[src/sv/ncp_pkg.sv]
// Shared types and constants for the nested category cycle profiler.
// No dependencies; every other file of the block uses this package.
`default_nettype none

package ncp_pkg;

   localparam int MODE_W  = 2;
   localparam int CAT_W   = 4;
   localparam int TS_W    = 64;
   localparam int DEPTH_W = 4;
   localparam int STAT_W  = 3;

   typedef enum logic [MODE_W-1:0] {
      MODE_BEGIN = 2'd0,
      MODE_END   = 2'd1,
      MODE_READ  = 2'd2,
      MODE_CLEAR = 2'd3
   } mode_type;

   typedef enum logic [STAT_W-1:0] {
      STAT_OK        = 3'd0,
      STAT_DISABLED  = 3'd1,
      STAT_RANGE     = 3'd2,
      STAT_UNMATCHED = 3'd3,
      STAT_FULL      = 3'd4
   } status_type;

   // Stack update request for one word.
   typedef struct packed {
      logic             push;
      logic             pop;
      logic             clear;
      logic [CAT_W-1:0] cat;
   } stk_ctrl_type;

   // Totals bank request for one word.
   typedef struct packed {
      logic             add;
      logic             clear;
      logic [CAT_W-1:0] addr;
   } tot_ctrl_type;

endpackage

`default_nettype wire

[src/sv/ncp_if.sv]
// Valid/ready channel interfaces for the profiler's event and result words.
// Depends on ncp_pkg for field widths.
`default_nettype none

interface ncp_req_if;
   logic                     valid;
   logic                     ready;
   logic [ncp_pkg::MODE_W-1:0] mode;
   logic [ncp_pkg::CAT_W-1:0]  category;
   logic [ncp_pkg::TS_W-1:0]   timestamp;

   modport source (output valid, output mode, output category, output timestamp,
                   input ready);
   modport sink   (input valid, input mode, input category, input timestamp,
                   output ready);
endinterface

interface ncp_rsp_if;
   logic                        valid;
   logic                        ready;
   logic                        credit_valid;
   logic [ncp_pkg::CAT_W-1:0]   credited_category;
   logic [ncp_pkg::TS_W-1:0]    credited_amount;
   logic [ncp_pkg::TS_W-1:0]    category_total;
   logic [ncp_pkg::DEPTH_W-1:0] stack_depth_now;
   logic [ncp_pkg::STAT_W-1:0]  status;

   modport source (output valid, output credit_valid, output credited_category,
                   output credited_amount, output category_total,
                   output stack_depth_now, output status, input ready);
   modport sink   (input valid, input credit_valid, input credited_category,
                   input credited_amount, input category_total,
                   input stack_depth_now, input status, output ready);
endinterface

`default_nettype wire

[src/sv/ncp_stack.sv]
// Stack of open categories with its depth counter.
// Depends on ncp_pkg.
`default_nettype none

module ncp_stack #(
   parameter int MAX_DEPTH = 8
) (
   input  wire logic                        clock,
   input  wire logic                        reset,
   input  wire ncp_pkg::stk_ctrl_type       ctrl,
   output logic [ncp_pkg::DEPTH_W-1:0]      depth,
   output logic [ncp_pkg::CAT_W-1:0]        top_cat
);
   import ncp_pkg::*;

   localparam int SP_W = (MAX_DEPTH > 1) ? $clog2(MAX_DEPTH) : 1;

   logic [CAT_W-1:0]   stack_ff [MAX_DEPTH];
   logic [DEPTH_W-1:0] depth_ff;
   logic [DEPTH_W-1:0] depth_in;
   logic [DEPTH_W-1:0] top_pos;

   assign top_pos = depth_ff - DEPTH_W'(1);
   assign top_cat = stack_ff[top_pos[SP_W-1:0]];
   assign depth   = depth_ff;

   always_comb begin
      depth_in = depth_ff;
      if (ctrl.clear) begin
         depth_in = '0;
      end else if (ctrl.push) begin
         depth_in = depth_ff + DEPTH_W'(1);
      end else if (ctrl.pop) begin
         depth_in = depth_ff - DEPTH_W'(1);
      end
   end

   always_ff @(posedge clock) begin
      if (reset) begin
         depth_ff <= '0;
      end else begin
         depth_ff <= depth_in;
      end
   end

   // Entries carry no reset; only slots below the depth are ever used.
   always_ff @(posedge clock) begin
      if (ctrl.push && !ctrl.clear) begin
         stack_ff[depth_ff[SP_W-1:0]] <= ctrl.cat;
      end
   end

endmodule

`default_nettype wire

[src/sv/ncp_totals.sv]
// Per-category 64-bit cycle totals with one read port and an adder.
// Depends on ncp_pkg.
`default_nettype none

module ncp_totals #(
   parameter int NUM_CATEGORIES = 9
) (
   input  wire logic                     clock,
   input  wire logic                     reset,
   input  wire ncp_pkg::tot_ctrl_type    ctrl,
   input  wire logic [ncp_pkg::TS_W-1:0] amount,
   output logic [ncp_pkg::TS_W-1:0]      rd_total,
   output logic [ncp_pkg::TS_W-1:0]      sum
);
   import ncp_pkg::*;

   localparam int IDX_W = (NUM_CATEGORIES > 1) ? $clog2(NUM_CATEGORIES) : 1;

   logic [TS_W-1:0] totals_ff [NUM_CATEGORIES];

   assign rd_total = totals_ff[ctrl.addr[IDX_W-1:0]];
   assign sum      = rd_total + amount;

   // Clear wipes every total; totals wrap modulo 2^64.
   always_ff @(posedge clock) begin
      if (reset || ctrl.clear) begin
         for (int i = 0; i < NUM_CATEGORIES; i++) begin
            totals_ff[i] <= '0;
         end
      end else if (ctrl.add) begin
         totals_ff[ctrl.addr[IDX_W-1:0]] <= sum;
      end
   end

endmodule

`default_nettype wire

[src/sv/nested_category_cycle_profiler.sv]
// Top level of the exclusive-time category profiler.
// Depends on ncp_pkg, ncp_if, ncp_stack and ncp_totals.
`default_nettype none

// Exclusive-time profiler. Each event word carries a mode (begin, end, read,
// clear), a category and a 64-bit timestamp; every event word yields exactly
// one result word. The block accepts one event word per clock while the
// result register is free or being drained. The word is held in the input
// register, then one pass through the credit logic (a 64-bit subtract of the
// segment start, then a 64-bit add into the category total) loads the
// result register that presents it.
// Stack, totals and segment start are updated on that same pass, so the next
// word sees them at once. A held result stalls the pipe, but one more event
// word is still taken into the input register.
// Begin/end with enable low, begin with a category outside NUM_CATEGORIES
// and end on an empty stack change nothing and are flagged in status; a
// begin on a full stack credits and restarts the segment without pushing.
// Read and clear act regardless of enable. csr_wr_en/csr_wr_data write the
// enable bit (reset value 1); write it only while the block is idle.
module nested_category_cycle_profiler #(
   parameter int NUM_CATEGORIES = 9,
   parameter int MAX_DEPTH      = 8
) (
   input  wire logic clock,
   input  wire logic reset,
   ncp_req_if.sink   req_chan,
   ncp_rsp_if.source rsp_chan,
   input  wire logic csr_wr_en,
   input  wire logic csr_wr_data
);
   import ncp_pkg::*;

   // enable register
   logic enable_ff;

   // input register
   logic             s1_valid_ff;
   mode_type         s1_mode_ff;
   logic [CAT_W-1:0] s1_cat_ff;
   logic [TS_W-1:0]  s1_ts_ff;

   // segment start
   logic [TS_W-1:0] seg_ff;
   logic [TS_W-1:0] seg_in;

   // result register
   logic               out_valid_ff;
   logic               out_credit_ff;
   logic [CAT_W-1:0]   out_cat_ff;
   logic [TS_W-1:0]    out_amount_ff;
   logic [TS_W-1:0]    out_total_ff;
   logic [DEPTH_W-1:0] out_depth_ff;
   status_type         out_status_ff;

   // pass logic
   logic               advance;
   logic               fire;
   logic               stack_empty;
   logic               stack_full;
   logic               cat_ok;
   logic               credit;
   logic [CAT_W-1:0]   res_cat;
   logic [TS_W-1:0]    res_total;
   logic [DEPTH_W-1:0] depth_after;
   logic [TS_W-1:0]    amount;
   status_type         status;
   stk_ctrl_type       stk_ctrl;
   tot_ctrl_type       tot_ctrl;
   logic [DEPTH_W-1:0] depth;
   logic [CAT_W-1:0]   top_cat;
   logic [TS_W-1:0]    rd_total;
   logic [TS_W-1:0]    sum;

   // advance the pipe when the result register is free or being drained
   assign advance        = !out_valid_ff || rsp_chan.ready;
   assign fire           = s1_valid_ff && advance;
   assign req_chan.ready = !s1_valid_ff || advance;

   assign stack_empty = (depth == '0);
   assign stack_full  = (depth == DEPTH_W'(MAX_DEPTH));
   assign cat_ok      = ({1'b0, s1_cat_ff} < (CAT_W + 1)'(NUM_CATEGORIES));
   assign amount      = s1_ts_ff - seg_ff;

   ncp_stack #(
      .MAX_DEPTH (MAX_DEPTH)
   ) u_stack (
      .clock   (clock),
      .reset   (reset),
      .ctrl    (stk_ctrl),
      .depth   (depth),
      .top_cat (top_cat)
   );

   ncp_totals #(
      .NUM_CATEGORIES (NUM_CATEGORIES)
   ) u_totals (
      .clock    (clock),
      .reset    (reset),
      .ctrl     (tot_ctrl),
      .amount   (amount),
      .rd_total (rd_total),
      .sum      (sum)
   );

   // Decode the held word; state only moves when it fires.
   always_comb begin
      credit         = 1'b0;
      status         = STAT_OK;
      seg_in         = seg_ff;
      stk_ctrl       = '0;
      stk_ctrl.cat   = s1_cat_ff;
      tot_ctrl       = '0;
      tot_ctrl.addr  = top_cat;
      res_cat        = '0;
      res_total      = '0;
      depth_after    = depth;
      unique case (s1_mode_ff)
         MODE_BEGIN: begin
            if (!enable_ff) begin
               status = STAT_DISABLED;
            end else if (!cat_ok) begin
               status = STAT_RANGE;
            end else begin
               credit        = !stack_empty;
               stk_ctrl.push = !stack_full;
               seg_in        = s1_ts_ff;
               if (stack_full) begin
                  status = STAT_FULL;
               end else begin
                  depth_after = depth + DEPTH_W'(1);
               end
            end
         end
         MODE_END: begin
            if (!enable_ff) begin
               status = STAT_DISABLED;
            end else if (stack_empty) begin
               status = STAT_UNMATCHED;
            end else begin
               credit       = 1'b1;
               stk_ctrl.pop = 1'b1;
               seg_in       = s1_ts_ff;
               depth_after  = depth - DEPTH_W'(1);
            end
         end
         MODE_READ: begin
            tot_ctrl.addr = s1_cat_ff;
            res_cat       = s1_cat_ff;
            if (cat_ok) begin
               res_total = rd_total;
            end else begin
               status = STAT_RANGE;
            end
         end
         MODE_CLEAR: begin
            stk_ctrl.clear = 1'b1;
            tot_ctrl.clear = 1'b1;
            seg_in         = '0;
            depth_after    = '0;
         end
      endcase
      if (credit) begin
         tot_ctrl.add = 1'b1;
         res_cat      = top_cat;
         res_total    = sum;
      end
      // drop every state change unless the word fires this cycle
      if (!fire) begin
         stk_ctrl.push  = 1'b0;
         stk_ctrl.pop   = 1'b0;
         stk_ctrl.clear = 1'b0;
         tot_ctrl.add   = 1'b0;
         tot_ctrl.clear = 1'b0;
         seg_in         = seg_ff;
      end
   end

   // control registers
   always_ff @(posedge clock) begin
      if (reset) begin
         enable_ff    <= 1'b1;
         s1_valid_ff  <= 1'b0;
         out_valid_ff <= 1'b0;
         seg_ff       <= '0;
      end else begin
         if (csr_wr_en) begin
            enable_ff <= csr_wr_data;
         end
         if (req_chan.ready) begin
            s1_valid_ff <= req_chan.valid;
         end
         if (advance) begin
            out_valid_ff <= s1_valid_ff;
         end
         seg_ff <= seg_in;
      end
   end

   // input payload: hold while the pipe is stalled
   always_ff @(posedge clock) begin
      if (req_chan.ready && req_chan.valid) begin
         s1_mode_ff <= mode_type'(req_chan.mode);
         s1_cat_ff  <= req_chan.category;
         s1_ts_ff   <= req_chan.timestamp;
      end
   end

   // result payload
   always_ff @(posedge clock) begin
      if (fire) begin
         out_credit_ff <= credit;
         out_cat_ff    <= res_cat;
         out_amount_ff <= credit ? amount : '0;
         out_total_ff  <= res_total;
         out_depth_ff  <= depth_after;
         out_status_ff <= status;
      end
   end

   assign rsp_chan.valid             = out_valid_ff;
   assign rsp_chan.credit_valid      = out_credit_ff;
   assign rsp_chan.credited_category = out_cat_ff;
   assign rsp_chan.credited_amount   = out_amount_ff;
   assign rsp_chan.category_total    = out_total_ff;
   assign rsp_chan.stack_depth_now   = out_depth_ff;
   assign rsp_chan.status            = out_status_ff;

endmodule

`default_nettype wire

[src/flat_wrapper.sv]
// flat-port wrapper written by rule: the top's interface ports become plain ports
module nested_category_cycle_profiler_flat import ncp_pkg::*;
#(
   parameter int NUM_CATEGORIES = 9,
   parameter int MAX_DEPTH      = 8
)
  (clock, reset, csr_wr_en, csr_wr_data, req_chan_valid, req_chan_mode, req_chan_category, req_chan_timestamp, req_chan_ready, rsp_chan_valid, rsp_chan_credit_valid, rsp_chan_credited_category, rsp_chan_credited_amount, rsp_chan_category_total, rsp_chan_stack_depth_now, rsp_chan_status, rsp_chan_ready);
  ncp_req_if req_chan_i ();
  ncp_rsp_if rsp_chan_i ();
  input  wire logic clock;
  input  wire logic reset;
  input  wire logic csr_wr_en;
  input  wire logic csr_wr_data;
  input wire logic [$bits(req_chan_i.valid)-1:0] req_chan_valid;
  input wire logic [$bits(req_chan_i.mode)-1:0] req_chan_mode;
  input wire logic [$bits(req_chan_i.category)-1:0] req_chan_category;
  input wire logic [$bits(req_chan_i.timestamp)-1:0] req_chan_timestamp;
  output wire logic [$bits(req_chan_i.ready)-1:0] req_chan_ready;
  output wire logic [$bits(rsp_chan_i.valid)-1:0] rsp_chan_valid;
  output wire logic [$bits(rsp_chan_i.credit_valid)-1:0] rsp_chan_credit_valid;
  output wire logic [$bits(rsp_chan_i.credited_category)-1:0] rsp_chan_credited_category;
  output wire logic [$bits(rsp_chan_i.credited_amount)-1:0] rsp_chan_credited_amount;
  output wire logic [$bits(rsp_chan_i.category_total)-1:0] rsp_chan_category_total;
  output wire logic [$bits(rsp_chan_i.stack_depth_now)-1:0] rsp_chan_stack_depth_now;
  output wire logic [$bits(rsp_chan_i.status)-1:0] rsp_chan_status;
  input wire logic [$bits(rsp_chan_i.ready)-1:0] rsp_chan_ready;
  assign req_chan_i.valid = req_chan_valid;
  assign req_chan_i.mode = req_chan_mode;
  assign req_chan_i.category = req_chan_category;
  assign req_chan_i.timestamp = req_chan_timestamp;
  assign req_chan_ready = req_chan_i.ready;
  assign rsp_chan_valid = rsp_chan_i.valid;
  assign rsp_chan_credit_valid = rsp_chan_i.credit_valid;
  assign rsp_chan_credited_category = rsp_chan_i.credited_category;
  assign rsp_chan_credited_amount = rsp_chan_i.credited_amount;
  assign rsp_chan_category_total = rsp_chan_i.category_total;
  assign rsp_chan_stack_depth_now = rsp_chan_i.stack_depth_now;
  assign rsp_chan_status = rsp_chan_i.status;
  assign rsp_chan_i.ready = rsp_chan_ready;
  nested_category_cycle_profiler #(.NUM_CATEGORIES(NUM_CATEGORIES), .MAX_DEPTH(MAX_DEPTH)) u_core (.clock(clock), .reset(reset), .req_chan(req_chan_i), .rsp_chan(rsp_chan_i), .csr_wr_en(csr_wr_en), .csr_wr_data(csr_wr_data));
endmodule
[config.mk]
export PLATFORM = sky130hd
export DESIGN_NAME = nested_category_cycle_profiler_flat
export DESIGN_NICKNAME = d
export VERILOG_FILES = /design/src/sv/ncp_pkg.sv /design/src/sv/ncp_if.sv /design/src/sv/ncp_stack.sv /design/src/sv/ncp_totals.sv /design/src/sv/nested_category_cycle_profiler.sv /design/src/flat_wrapper.sv
export SDC_FILE = /design/constraint.sdc
export NUM_CORES = 2
export LEC_CHECK = 0
export BUFFER_PORTS_ARGS = -buffer_cell sky130_fd_sc_hd__buf_2
export CORE_ASPECT_RATIO = 0.7
export CORE_MARGIN = 1.5
export CORE_UTILIZATION = 50
export CTS_BUF_LIST = sky130_fd_sc_hd__clkbuf_8
export DETAILED_ROUTE_END_ITERATION = 12
export GPL_ROUTABILITY_DRIVEN = 0
export MAX_ROUTING_LAYER = met4
export PLACE_DENSITY = 0.67
export SLEW_MARGIN = 25
export SYNTH_ARGS = -nofsm -noshare
export SYNTH_HDL_FRONTEND = slang
export SYNTH_SLANG_ARGS = --single-unit
export TNS_END_PERCENT = 5
[constraint.sdc]
create_clock -name clock -period 9.15 [get_ports clock]
set_input_delay 1.83 -clock clock [delete_from_list [all_inputs] [get_ports clock]]
set_output_delay 1.83 -clock clock [all_outputs]
set_load 0.005 [all_outputs]
==> out/qor.yml <==
status:
  status: "finished, final reports clean"
synth:
  seq_area_frac_synth_pct: 64.1
  synthArstFlopShare_pct: 0
  synth_top_area_share_pct: 61.8
  synth_area_leaders: "edfxtp_1 62%, mux4_2 9.3%, nor2_1 4.3%"
  synth_edf_count: 1266
  synth_nets: 4768
  synth_area_mm2: 0.0615
  syn_inst: 4562
  synth_commonest_cells: "1266 x edfxtp_1, 704 x nor2_1, 320 x nand2_1"
  synth_ff_type: "edfxtp_1"
  synth_area_per_cell_um2: 13.5
  synth.distinct_cells: 77
  synth_top_area_cell: "edfxtp_1"
  ys_ff_latch: 1337
  yosys_warnings: 0
  synth.most_common_cell: "edfxtp_1"
detailed_routing:
  drt_iter0_markers: 5925
  drc: 0
  wl_per_cell_um: 28.2
  drt-vias-per-instance: 6.22
  drt_wl_total_mm: 185
  vias: 40800
  drtAntennaViolNets: 0
  dr.pass1.iters: 6
cts:
  cts_root_buf: "clkbuf_8"
  h-tree-depth: 4
  clkLatencyLatePin_ns: 0.94
  cts.repair.resized: 0
  cts_buffers: 187
  max-clock-path-buffers: 3
  cts_tree: "done"
  postCtsSetupBuffers: 0
  cts.clk_slew.worst_paths_ns: 0.07
  cts_hold_buf: 0
  clock-sinks: 1337
worst_setup_path:
  worstPathCellList: "inv_1 -> ha_1 -> mux4_2 -> mux2_2 -> nand2b_4 -> o21a_4 -> buf_12 -> buf_12 -> mux4_2 -> mux2i_1 -> mux2i_1 -> ha_1 -> a21o_1 -> o21bai_1 -> a221oi_1 -> o21ai_1 -> o31a_1 -> a21oi_1 -> o21ai_0 -> xnor2_1 -> inv_1"
  arrival_ns: 8.71
  cp-start-kind: "flip-flop"
  critical_path_peak_fanout: 49
  crit_slowest_cell: "xnor2_1"
  critPathBufInv: 4
  cp_slowest_stage_delay_ns: 0.81
  end_kind: "flip-flop"
  crit_family: "compound AO/OA/AOI/OAI gates"
  worst-setup-path-type: "reg -> reg"
  crit_required_ns: 9.71
  regToRegSetupSlack_ns: 1.00
power_and_ir_drop:
  p_per_area_mw_per_mm2: 229
  leakagePower_uw: 0.0252
  vdd_drop_max_uv: 179
cells_and_area:
  finish.utilization_pct: 56.1
  syn2layout_area_growth_pct: 11.2
  stdcell_count: 6556
  final_area_mm2: 0.0684
  nNetsFinal: 4974
  drive_above_1_share_pct: 18.7
timing:
  setup_violations: 0
  post-route-period-util_pct: 89.0
  worstMarginPinSlew_ns: 1.12
  final-max-slew-violation-count: 0
  timing.fmax_mhz: 123
  timing.setup.tns_ns: 0
  period_minus_slack_ns: 8.15
  fin_skew_ns: 0.0599
  rsz0062_at_grt: "false"
  slew_headroom_pct: 24.2
  hold_violations: 0
floorplanning:
  core_region_area_mm2: 0.122
  pin_count: 218
  dieArea_mm2: 0.125
  initial_core_util_pct: 50.5
  die_y_um: 296
  die_w_um: 422
  rows: 107
global_route:
  grtUsageTotal_pct: 30.0
  gr-total-overflow: 0
  grt_max_degree: 71
  grt_pass1_vias: 38400
  grt_pass1_wl_mm: 263
  grt_antenna_before_repair: 4
placement:
  dp_hpwl_mm: 115
  portBuffers: 217
  dp.cells: 6213
  placed_area_mm2: 0.0647
min_path:
  hold_path_class: "reg -> reg"
run:
  drv_cap: 0
[registers in the layout, indices dropped and copies added, names as in the netlist, 2 cells and up]
name and cells:
u_core.u_totals.totals_ff 1024, u_core.rsp_chan.status 3, u_core.seg_ff 64, u_core.rsp_chan.stack_depth_now 4, u_core.rsp_chan.credited_category 4, u_core.s1_mode_ff 2
u_core.u_stack.depth 4, u_core.rsp_chan.category_total 64, u_core.u_stack.stack_ff 32, u_core.s1_cat_ff 4, u_core.rsp_chan.credited_amount 64, u_core.s1_ts_ff 64
[report_power, final]
group	switching (µW)	internal (µW)
Sequential	60.6	7310
Combinational	2600	1020
Clock	2370	2270
Total	5040	10600
[tightest hold or removal path, delay by kind of cell (launching register included)]
family	cells	cell delay, ns
AOI/OAI and AO/OA	1	0.05
and+or+nand+nor	1	0.05
DFF	1	0.31
[final cells by class]
| type | instances | area, µm² |
|---|---|---|
| Multi-Input combinational cell | 2720 | 20300 |
| Timing Repair Buffer | 344 | 2240 |
| Antenna cell | 5 | 12.5 |
| Clock buffer | 201 | 2770 |
| Inverter | 178 | 673 |
| Sequential cell | 1337 | 39400 |
| Tap cell | 1635 | 2050 |
| Clock inverter | 136 | 850 |
| Fill cell | 9816 | 53500 |
[per-stage QoR]
stage	hold slack [ns]	total power (µW)	worst slack [ns]
2_1_floorplan	0.432	9730	0.542
3_3_place_gp	0.438	10900	1.27
3_5_place_dp	0.443	11000	1.29
4_1_cts	0.452	15600	1.26
5_1_grt	0.470	16200	0.623
6_report	0.451	15600	1.00
[cell usage in the layout (no fill, tap or decap), types with 12 or more instances in the layout]
master / netlist / final
edfxtp_1: 1266 / 1266
nor2_1: 704 / 696
nand2_1: 320 / 301
mux4_2: 255 / 255
inv_1: 176 / 239
a21oi_1: 237 / 236
buf_2: 48 / 217
clkbuf_8: 0 / 201
nand3_1: 144 / 144
ha_1: 128 / 128
o21ai_0: 130 / 127
buf_4: 12 / 110
mux2i_1: 100 / 100
a21o_1: 72 / 71
dfxtp_1: 71 / 71
and2_1: 68 / 67
xnor2_1: 72 / 67
nand4_1: 52 / 52
xor2_1: 52 / 51
o21bai_1: 38 / 38
clkinv_1: 2 / 35
o21ai_1: 27 / 30
nor3_1: 31 / 29
a211oi_1: 25 / 25
nor2b_1: 24 / 23
a31oi_1: 24 / 23
o221ai_1: 21 / 21
o21a_1: 21 / 20
a22oi_1: 20 / 20
mux2_2: 16 / 16
nand2_4: 0 / 16
buf_12: 0 / 16
and3_1: 14 / 14
clkinv_2: 0 / 14
o211ai_1: 12 / 12
[cell families (layout without fill, tap and decap cells)]
kind of cell             after synthesis  after routing  synth area share [%]
AO/OA/AOI/OAI                        693            693                  7.01
XOR/XNOR                             126            126                  1.83
adder cells (fa/ha/maj)              130            130                  2.67
buffers and inverters                505            859                  3.31
flip-flops                          1337           1337                  64.1
multiplexers                         372            372                  11.3
other                                  0              5                     0
AND/OR/NAND/NOR                     1399           1399                  9.75
[layer usage]
metal | track usage [%] | share of wire (%)
met1 | 41.9 | 40
met2 | 41.8 | 43
met3 | 8.96 | 13
met4 | 10.8 | 3.6
met5 | - | 0
[path summary, 6_finish.rpt]
path,cells after the start,from,to
worst min-delay path,2,u_core.seg_ff[26],u_core.seg_ff[26]
worst max-delay path,21,u_core.u_stack.depth[1],u_core.u_totals.totals_ff[13][60]
worst min register to register,2,u_core.seg_ff[26],u_core.seg_ff[26]
worst max register to register,21,u_core.u_stack.depth[1],u_core.u_totals.totals_ff[13][60]
(Power assumes the default switching activity.)
